## src/sil_pkg.sv

```systemverilog
// Package for the sorted insert list: sizes, operation and status codes,
// and the packed request, response and cell control types.
// No dependencies; every other file of the block uses it by scoped names.
package sil_pkg;

   localparam int DEPTH = 64;
   localparam int CNT_W = $clog2(DEPTH + 1);
   localparam int POS_W = 6;
   localparam int CMP_W = (CNT_W > POS_W) ? CNT_W : POS_W;
   localparam int VAL_W = 32;
   localparam int OUT_CNT_W = 7;

   localparam logic [1:0] KIND_ADD    = 2'd0;
   localparam logic [1:0] KIND_READ   = 2'd1;
   localparam logic [1:0] KIND_REMOVE = 2'd2;

   localparam logic [1:0] MODE_APPEND = 2'd0;
   localparam logic [1:0] MODE_ASC    = 2'd1;
   localparam logic [1:0] MODE_DESC   = 2'd2;

   localparam logic [1:0] STATUS_OK        = 2'd0;
   localparam logic [1:0] STATUS_NOT_FOUND = 2'd1;
   localparam logic [1:0] STATUS_FULL      = 2'd2;

   typedef struct packed {
      logic [1:0]              kind;
      logic [POS_W-1:0]        position;
      logic signed [VAL_W-1:0] item_value;
   } req_type;

   typedef struct packed {
      logic signed [VAL_W-1:0] read_value;
      logic [1:0]              status;
      logic [OUT_CNT_W-1:0]    count;
   } rsp_type;

   // Broadcast from the top level to every cell of the row.
   typedef struct packed {
      logic                    ins_en;
      logic                    rem_en;
      logic                    rd_en;
      logic [1:0]              mode;
      logic signed [VAL_W-1:0] value;
      logic [CNT_W-1:0]        pos;
   } cell_ctrl_type;

endpackage

```

## src/sil_cell.sv

```systemverilog
// One cell of the sorted insert list: holds a single entry, compares it with
// the incoming value and shifts toward either neighbor. Depends on sil_pkg.
module sil_cell (
   input  logic                             clock,
   input  sil_pkg::cell_ctrl_type           ctrl,
   input  logic [sil_pkg::CNT_W-1:0]        idx,
   input  logic [sil_pkg::CNT_W-1:0]        count,
   input  logic signed [sil_pkg::VAL_W-1:0] left_value,
   input  logic signed [sil_pkg::VAL_W-1:0] right_value,
   input  logic                             found_in,
   output logic signed [sil_pkg::VAL_W-1:0] value_out,
   output logic                             found_out,
   output logic signed [sil_pkg::VAL_W-1:0] rd_data
);

   logic signed [sil_pkg::VAL_W-1:0] entry_ff;
   logic signed [sil_pkg::VAL_W-1:0] entry_in;
   logic                             entry_we;
   logic                             valid;
   logic                             goes_ahead;
   logic                             last_valid;

   assign valid = (idx < count);
   // True for every occupied cell but the last occupied one.
   assign last_valid = (({1'b0, idx} + 1'b1) < {1'b0, count});

   always_comb begin
      case (ctrl.mode)
         sil_pkg::MODE_ASC:  goes_ahead = valid && (entry_ff > ctrl.value);
         sil_pkg::MODE_DESC: goes_ahead = valid && (ctrl.value > entry_ff);
         default:            goes_ahead = 1'b0;
      endcase
   end

   // The first cell that wants the new value ahead of itself takes it; all
   // later cells up to the new tail take their left neighbor's entry.
   assign found_out = found_in | goes_ahead;

   always_comb begin
      entry_we = 1'b0;
      entry_in = entry_ff;
      if (ctrl.ins_en) begin
         if (found_in && (idx <= count)) begin
            entry_we = 1'b1;
            entry_in = left_value;
         end else if (!found_in && (goes_ahead || (idx == count))) begin
            entry_we = 1'b1;
            entry_in = ctrl.value;
         end
      end else if (ctrl.rem_en && (idx >= ctrl.pos) && last_valid) begin
         entry_we = 1'b1;
         entry_in = right_value;
      end
   end

   always_ff @(posedge clock) begin
      if (entry_we) begin
         entry_ff <= entry_in;
      end
   end

   assign value_out = entry_ff;
   assign rd_data   = (ctrl.rd_en && (idx == ctrl.pos)) ? entry_ff : '0;

endmodule

```

## config.mk

```make
export PLATFORM = sky130hd
export DESIGN_NAME = sil_cell
export DESIGN_NICKNAME = d
export VERILOG_FILES = /design/src/sil_pkg.sv /design/src/sil_cell.sv
export SDC_FILE = /design/constraint.sdc
export NUM_CORES = 1
export LEC_CHECK = 0
export BUFFER_PORTS_ARGS = -buffer_cell sky130_fd_sc_hd__buf_2
export CORE_ASPECT_RATIO = 0.6
export CORE_UTILIZATION = 38
export CTS_CLUSTER_DIAMETER = 50
export CTS_CLUSTER_SIZE = 12
export DETAILED_ROUTE_END_ITERATION = 6
export HOLD_SLACK_MARGIN = 0.12
export PLACE_DENSITY = 0.84
export SLEW_MARGIN = 15
export SYNTH_ARGS = -nofsm -noshare
export SYNTH_HDL_FRONTEND = slang
export SYNTH_SLANG_ARGS = --single-unit
```

## constraint.sdc

```tcl
create_clock -name clock -period 4.3 [get_ports clock]
set_clock_uncertainty 0.2 [all_clocks]
set_input_delay 0.215 -clock clock [delete_from_list [all_inputs] [get_ports clock]]
set_output_delay 0.215 -clock clock [all_outputs]
set_load 0.02 [all_outputs]
```

Yosys cells after proc, flatten, opt, wreduce, memory -nomap -nowiden. Cells that the tools add are included.

Bits in registers: 32. Input port bits: 124. Output and inout port bits: 65. Logic and storage cells: 35.

Add/sub/neg operators: 1. Order comparisons: 6. Eq/ne operators: 5. Muxes and demuxes: 10. Bitwise logic cells: 1. Reductions and logical operators: 11.

Operators by type and width (count): 32-bit 2-to-1 mux (5); 32-bit greater-than comparator (2); 7-bit == test (2); 7-bit by 1-bit adder with 8-bit output (second input constant) (1); 8-bit by 7-bit less-than comparator with 1-bit output (1); 7-bit greater-or-equal comparator (1); 7-bit <= comparator (1); 1-bit logical AND (7); 7-bit less-than comparator (1); 1-bit 2-to-1 mux (4); 3-bit by 1-bit != test with 1-bit output (second input constant) (1); 3-bit AND reduction (1); 2-bit by 1-bit == test with 1-bit output (second input constant) (1); 2-bit == test (second input constant) (1); 1-bit case mux with 2 select lines (1); 2-bit nonzero test (1); 1-bit zero test (1); 1-bit logical OR (1); 1-bit bitwise OR (1).

Depth between registers and ports, before layout. Gate-level depths: netlist (run 1).

Depth in word-level cells: 9. Gate-level depth with buffers: 10. Mapped depth without buffers: 10.

Worst setup path before layout (run 1). No wires, ideal clock.

Path kind: flip-flop to flip-flop. Start: register entry_ff (netlist bit value_out[31]). End: register entry_ff (netlist bit value_out[0]) (enable). Setup time: 440 ps. Arrival time: 3920 ps. Data required time: 3660 ps. Path slack: -260 ps. Cell stages (with the launch flop): 9. Path buffers: 0. Clock period less this slack: 4560 ps. Path through: edfxtp_1 > inv_1 > ha_1 > nand4_1 > or2_1 > or3_1 > o221a_2 > nand4bb_1 > a41oi_1.

Longest elaborated chain between the ends: 9. Elaborated cells on any way between the ends: 12. Classes of those cells: 2 x order compare; 1 x eq/ne; 4 x mux; 5 x reduce/logical.

Ends and longest elaborated chain: start: declaration (line sil_cell.sv:16) `logic signed [sil_pkg::VAL_W-1:0] entry_ff;`; start signal: assignment (line sil_cell.sv:58) `entry_ff <= entry_in;`; 32-bit greater-than comparator, on equally long branches (line sil_cell.sv:30, sil_cell.sv:29); 1-bit logical AND, on equally long branches (line sil_cell.sv:30, sil_cell.sv:29); 1-bit case mux with 2 select lines (*) (line sil_cell.sv:28) `case (ctrl.mode)`; 1-bit logical OR (*) (line sil_cell.sv:46) `end else if (!found_in && (goes_ahead || (idx == count))) begin`; 1-bit logical AND (*) (line sil_cell.sv:46); 1-bit 2-to-1 mux (line sil_cell.sv:46); 1-bit 2-to-1 mux (line sil_cell.sv:43) `if (found_in && (idx <= count)) begin`; 1-bit 2-to-1 mux (line sil_cell.sv:42) `if (ctrl.ins_en) begin`; 3-bit AND reduction (no source line) (*).

Every way passes the cells marked *; elsewhere a longest branch is shown, timed or not. A chain may end at the register's enable or synchronous reset.

Worst setup path in the final report (run 1).
Start: register entry_ff (netlist bit value_out[31]). End: output port found_out.

Longest elaborated chain between the ends: 4. Elaborated cells on any way between the ends: 6. Classes of those cells: 2 x order compare; 1 x mux; 1 x bitwise; 2 x reduce/logical.

Ends and longest elaborated chain: 32-bit greater-than comparator, on equally long branches (line sil_cell.sv:30, sil_cell.sv:29); 1-bit logical AND, on equally long branches (line sil_cell.sv:30, sil_cell.sv:29); 1-bit case mux with 2 select lines (*) (line sil_cell.sv:28); 1-bit bitwise OR (*) (line sil_cell.sv:37) `assign found_out = found_in | goes_ahead;`; end: declaration (line sil_cell.sv:12) `output logic found_out,`.

Marked as above.

==> flow_summary.yaml, run 1 <==
outcome:
  outcome: "completed"
cts:
  clk-insertion-delay-late_ns: 0.27
  post_cts_resized: 0
  clock-sinks: 32
  clock-root-buffer: "clkbuf_16"
  cts-hold-fix-buffers: 32
  cts_tree: "built"
  cts_max_level: 2
  cts_buffers: 5
  cts_setup_buffers: 0
  cts.clk_slew.worst_paths_ns: 0.05
  cts_buffer_depth: 2
sta:
  slew_headroom_pct: 45.5
  finalHoldViolCount: 0
  timing.final.ws_setup_ns: 0.829
  finalSetupViolCount: 0
  rsz0062_at_grt: "false"
  fin_crit_sh_pct: 80.7
  fin_crit_ns: 3.47
  worstMarginPinSlew_ns: 0.815
  max_freq_mhz: 288
  drv_slew: 0
  setup-tns-final_ns: 0
global_route:
  overflow: 0
  grt_max_degree: 65
  global_route.usage.total_pct: 22.9
  grt_antenna_before_repair: 0
  grt_pass1_wl_um: 15900
  grt_pass1_vias: 3370
layout:
  multi_input_area_um2: 2160
  layout-drive-gt1-share_pct: 34.0
  layout.nets: 781
  regArea_um2: 961
  layout_commonest_cell: "buf_2"
  fin_area_um2: 4920
  nFillCells: 769
  n_antenna_cell: 0
  largest_reg_flops: 32
  layout_common_cells: "buf_2 (188), ha_1 (55), inv_1 (49), a21oi_1 (49), nor2_1 (38)"
  fin_cells: 715
  area_growth_pct: 47.5
  final_util_pct: 57.7
hold_path:
  hold_path.class: "primary input to flop"
drt:
  drcViolationCount: 0
  antenna_left: 0
  vias_per_cell: 5.11
  vias: 3656
  dr.pass1.iters: 4
  wl_per_cell_um: 15.1
  wl_um: 10800
  drt_iter0_drc: 114
pwr:
  power_leakage_nw: 2.79
  ir_worst_vdd_v: 0.000170
  power_density_nw_per_um2: 255
setup_path:
  path_class: "flop to output port"
  path_max_fanout: 7
  max_stage_delay_ns: 0.53
  worst_setup_path_end_kind: "output port"
  crit_path_cell_trace: "inv_1 -> ha_1 -> nand4_1 -> or2_1 -> or3_1 -> or4_1 -> and3_4 -> a211o_1 -> buf_2"
  crit_slowest_cell: "or4_1"
  path_buf_inv: 2
  crit_arrival_ns: 3.06
  cp-start-kind: "flop"
  critPathTopFamily: "simple AND/OR/NAND/NOR gates"
  critPathRequiredTime_ns: 3.88
floorplan:
  die_h_um: 74.6
  io_pins: 189
  dieArea_um2: 9170
  initial_utilization_pct: 39.1
  die_w_um: 123
  coreArea_um2: 8520
  fp-row-count: 26
synthesis:
  syn_inst: 386
  seq_area_frac_synth_pct: 28.8
  syn_area_per_cell_um2: 8.64
  syn_area_um2: 3330
  syn_nets: 565
  yosysWarnings: 0
  ys_ff_latch: 32
  synthDistinctLibCells: 36
place:
  port-buffer-count: 188
  placed_cell_area_um2: 4430
  gp_congestion: 0.798
  post-place-ws_ns: 0.998
  dp.cells: 675
  detailed_place_hpwl_um: 8280
flow_run:
  maxCapViolations: 0
[worst paths after layout]
path,startpoint,end,slack (ns),cells past startpoint
worst max-delay path,value_out[31],found_out,0.83,9
worst min-delay path,right_value[6],value_out[6],0.12,3
worst max register to register,value_out[31],value_out[7],1.00,10
worst min register to register,value_out[31],value_out[29],1.23,6
[cells by family after synthesis]
logic type	Yosys count	share of synthesized area, %
AND/OR/NAND/NOR	119	18.6
AO/OA/AOI/OAI	77	13.4
buffers and inverters	65	7.43
adder cells (fa/ha/maj)	55	20.6
multiplexers	32	9.61
flip-flops	32	28.8
XOR/XNOR	6	1.58
[cell usage after synthesis, drive strengths merged]
library cell | number | area share [%]
edfxtp | 32 | 29
a21o | 5 | 1.1
a211o | 2 | 0.53
xnor2 | 3 | 0.79
o221a | 1 | 0.34
nand2b | 2 | 0.38
o211ai | 1 | 0.23
nand3 | 9 | 1.4
nand4 | 9 | 1.7
o2111a | 1 | 0.34
xor2 | 3 | 0.79
a21oi | 49 | 7.4
a41oi | 1 | 0.26
inv | 49 | 5.5
or3 | 2 | 0.38
nand4bb | 1 | 0.34
o22ai | 1 | 0.19
o21ai | 7 | 1.1
buf | 3 | 0.45
a211oi | 4 | 0.90
nor3b | 2 | 0.45
a31oi | 2 | 0.38
ha | 55 | 21
and3 | 34 | 6.5
nand2 | 11 | 1.2
or2 | 1 | 0.19
o21a | 3 | 0.68
mux2i | 32 | 9.6
nor3 | 2 | 0.30
nor2b | 5 | 0.94
nor4 | 1 | 0.19
clkbuf | 13 | 1.5
or4 | 1 | 0.23
nor2 | 39 | 4.4
[per-layer routing]
| metal | wire length, µm | vias to the layer above | GRT usage [%] | part of all wire, % |
|---|---|---|---|---|
| met5 | 0 | - | 0 | 0 |
| li1 | - | 1823 | - | - |
| met4 | 65 | 0 | 3.93 | 0.60 |
| met1 | 4840 | 1694 | 29.2 | 45 |
| met2 | 5260 | 132 | 41.6 | 49 |
| met3 | 619 | 7 | 3.83 | 5.7 |
[worst reg2reg max path, stage by stage, from the launching register on]
cell and delay [ns]:
edfxtp_1 0.35, inv_1 0.05, ha_1 0.40, nand4_1 0.15, or2_1 0.26, or3_1 0.40, or4_1 0.53, and3_4 0.19
nand4bb_1 0.13, a41oi_4 0.12, buf_4 0.24
[power breakdown]
part	internal (W)	switching (W)
combinational	0.000199	0.000244
clock	0.000272	0.000130
sequential	0.000387	0.0000214
total	0.000859	0.000395
[stage by stage]
step	hold slack [ns]	power [W]
after floorplan	0.241	0.000662
after global placement	0.338	0.000813
after detailed placement	0.340	0.000832
after CTS	0.120	0.00126
after global routing	0.122	0.00133
final	0.122	0.00125
[final cells by class]
| class | instances | area share (%) |
|---|---|---|
| clock inverter | 2 | 0.712 |
| clock buffer | 6 | 2.62 |
| multi-input combinational | 289 | 43.9 |
| tap | 112 | 2.85 |
| sequential | 32 | 19.5 |
| timing repair buffer | 225 | 26.7 |
| inverter | 49 | 3.74 |
No activity file was read; power rests on OpenSTA's default activity.
==> run 2, diff against run 1 <==
Settings changed: PLACE_DENSITY 0.84 to 0.82.
Clock period 4.3 ns to 3.4 ns, I/O delays scaled along.
==> run 2 against run 1 <==
Effect of this change: combinational power is 41% higher; total power is 31% higher; design area is 7.9% higher; setup slack worse by 0.76 ns; final cell count is 5.2% higher; non-clock buffer count is 37 higher; wire length is 7.3% higher.
==> flow_summary.yaml, run 2 (synthesis results as in run 1) <==
outcome:
  outcome: "completed"
sta:
  fin_crit_ns: 3.33
  fin_crit_sh_pct: 98.0
  worstMarginPinSlew_ns: 0.575
  max_freq_mhz: 300
  slew_headroom_pct: 61.7
  drv_slew: 0
  finalSetupViolCount: 0
  finalHoldViolCount: 0
drt:
  drcViolationCount: 0
  wl_per_cell_um: 15.4
  dr.pass1.iters: 4
  antenna_left: 0
  wl_um: 11600
  drt_iter0_drc: 114
  vias_per_cell: 5.10
  vias: 3832
setup_path:
  crit_arrival_ns: 2.96
  critPathRequiredTime_ns: 3.03
  path_max_fanout: 3
  cp-start-kind: "flop"
  path_class: "flop to output port"
  worst_setup_path_end_kind: "output port"
global_route:
  overflow: 0
  grt_max_degree: 51
  grt_pass1_vias: 3722
  global_route.usage.total_pct: 24.7
  grt_antenna_before_repair: 0
  grt_pass1_wl_um: 17200
hold_path:
  hold_path.class: "primary input to flop"
layout:
  regArea_um2: 961
  nFillCells: 720
  multi_input_area_um2: 2200
  layout-drive-gt1-share_pct: 33.4
  layout.nets: 818
  n_antenna_cell: 0
  final_util_pct: 62.3
  layout_commonest_cell: "buf_2"
  layout_common_cells: "buf_2 (188), dlygate4sd3_1 (64), ha_1 (54), a21oi_1 (49), inv_1 (48)"
  area_growth_pct: 59.1
  largest_reg_flops: 32
floorplan:
  fp-row-count: 26
  dieArea_um2: 9170
  die_h_um: 74.6
  io_pins: 189
  initial_utilization_pct: 39.1
  die_w_um: 123
  coreArea_um2: 8520
cts:
  cts.clk_slew.worst_paths_ns: 0.06
  clock-root-buffer: "clkbuf_16"
  cts_buffers: 5
  cts_tree: "built"
  clk-insertion-delay-late_ns: 0.27
  clock-sinks: 32
  cts_buffer_depth: 2
  cts_max_level: 2
place:
  detailed_place_hpwl_um: 8430
  port-buffer-count: 188
  gp_congestion: 0.886
pwr:
  power_density_nw_per_um2: 311
  power.total_w: 0.00165
  power_leakage_nw: 2.94
  ir_worst_vdd_v: 0.000176
flow_run:
  maxCapViolations: 0
==> run 2: repair_timing <==
action,in CTS,in global routing
setup buffers,0,4
setup endpoints to repair,0,18
resized for setup,0,1
hold buffers,64,0
endpoints found under the hold margin,32,0
==> run 2: through the flow <==
step | instances | setup TNS [ns] | worst slack [ns] | area (µm²) | hold WS (ns)
6_report | 752 | 0 | 0.0666 | 5310 | 0.593
5_1_grt | 752 | -0.0339 | -0.0339 | 5310 | 0.618
4_1_cts | 748 | 0 | 0.0000402 | 5270 | 0.593
3_5_place_dp | 676 | 0 | 0.115 | 4470 | 0.295
3_3_place_gp | 676 | 0 | 0.256 | 4470 | 0.291
2_1_floorplan | 386 | 0 | 0.000000666 | 3390 | 0.196
==> run 2: power breakdown <==
group	internal, W	leakage, nW	total [W]	switching, W
registers	0.000490	0.303	0.000517	0.0000271
logic	0.000302	2.55	0.000625	0.000323
clock network	0.000344	0.0808	0.000506	0.000162
==> run 2: layout make-up <==
cell class                 count  area share (%)
timing repair buffer         262            31.2
inverter                      49            3.47
sequential                    32            18.1
clock buffer                   6            2.43
tap                          112            2.64
multi-input combinational    289            41.5
clock inverter                 2           0.660
==> run 2: final timing paths <==
path | startpoint | end | depth (start not counted) | slack [ns]
max | value_out[30] | found_out | 9 | 0.07
min reg2reg | value_out[31] | value_out[12] | 6 | 1.24
min | found_in | value_out[12] | 4 | 0.59
max reg2reg | value_out[30] | value_out[18] | 10 | 0.19
==> run 2: critical path, cell delays in order (launching register included) <==
cell,delay [ns]
edfxtp_1,0.38
inv_1,0.07
ha_1,0.30
nand4_1,0.13
or2_1,0.25
or3_4,0.40
or4_1,0.52
and3_4,0.20
a211o_1,0.26
buf_2,0.18
==> run 2: routing by layer <==
layer / up-vias / part of all wire [%] / GRT usage, %
met5: - / 0 / 0
met4: 0 / 0.81 / 4.88
met3: 12 / 5.9 / 4.68
met2: 144 / 48 / 44.9
met1: 1785 / 45 / 30.9
li1: 1891 / - / -
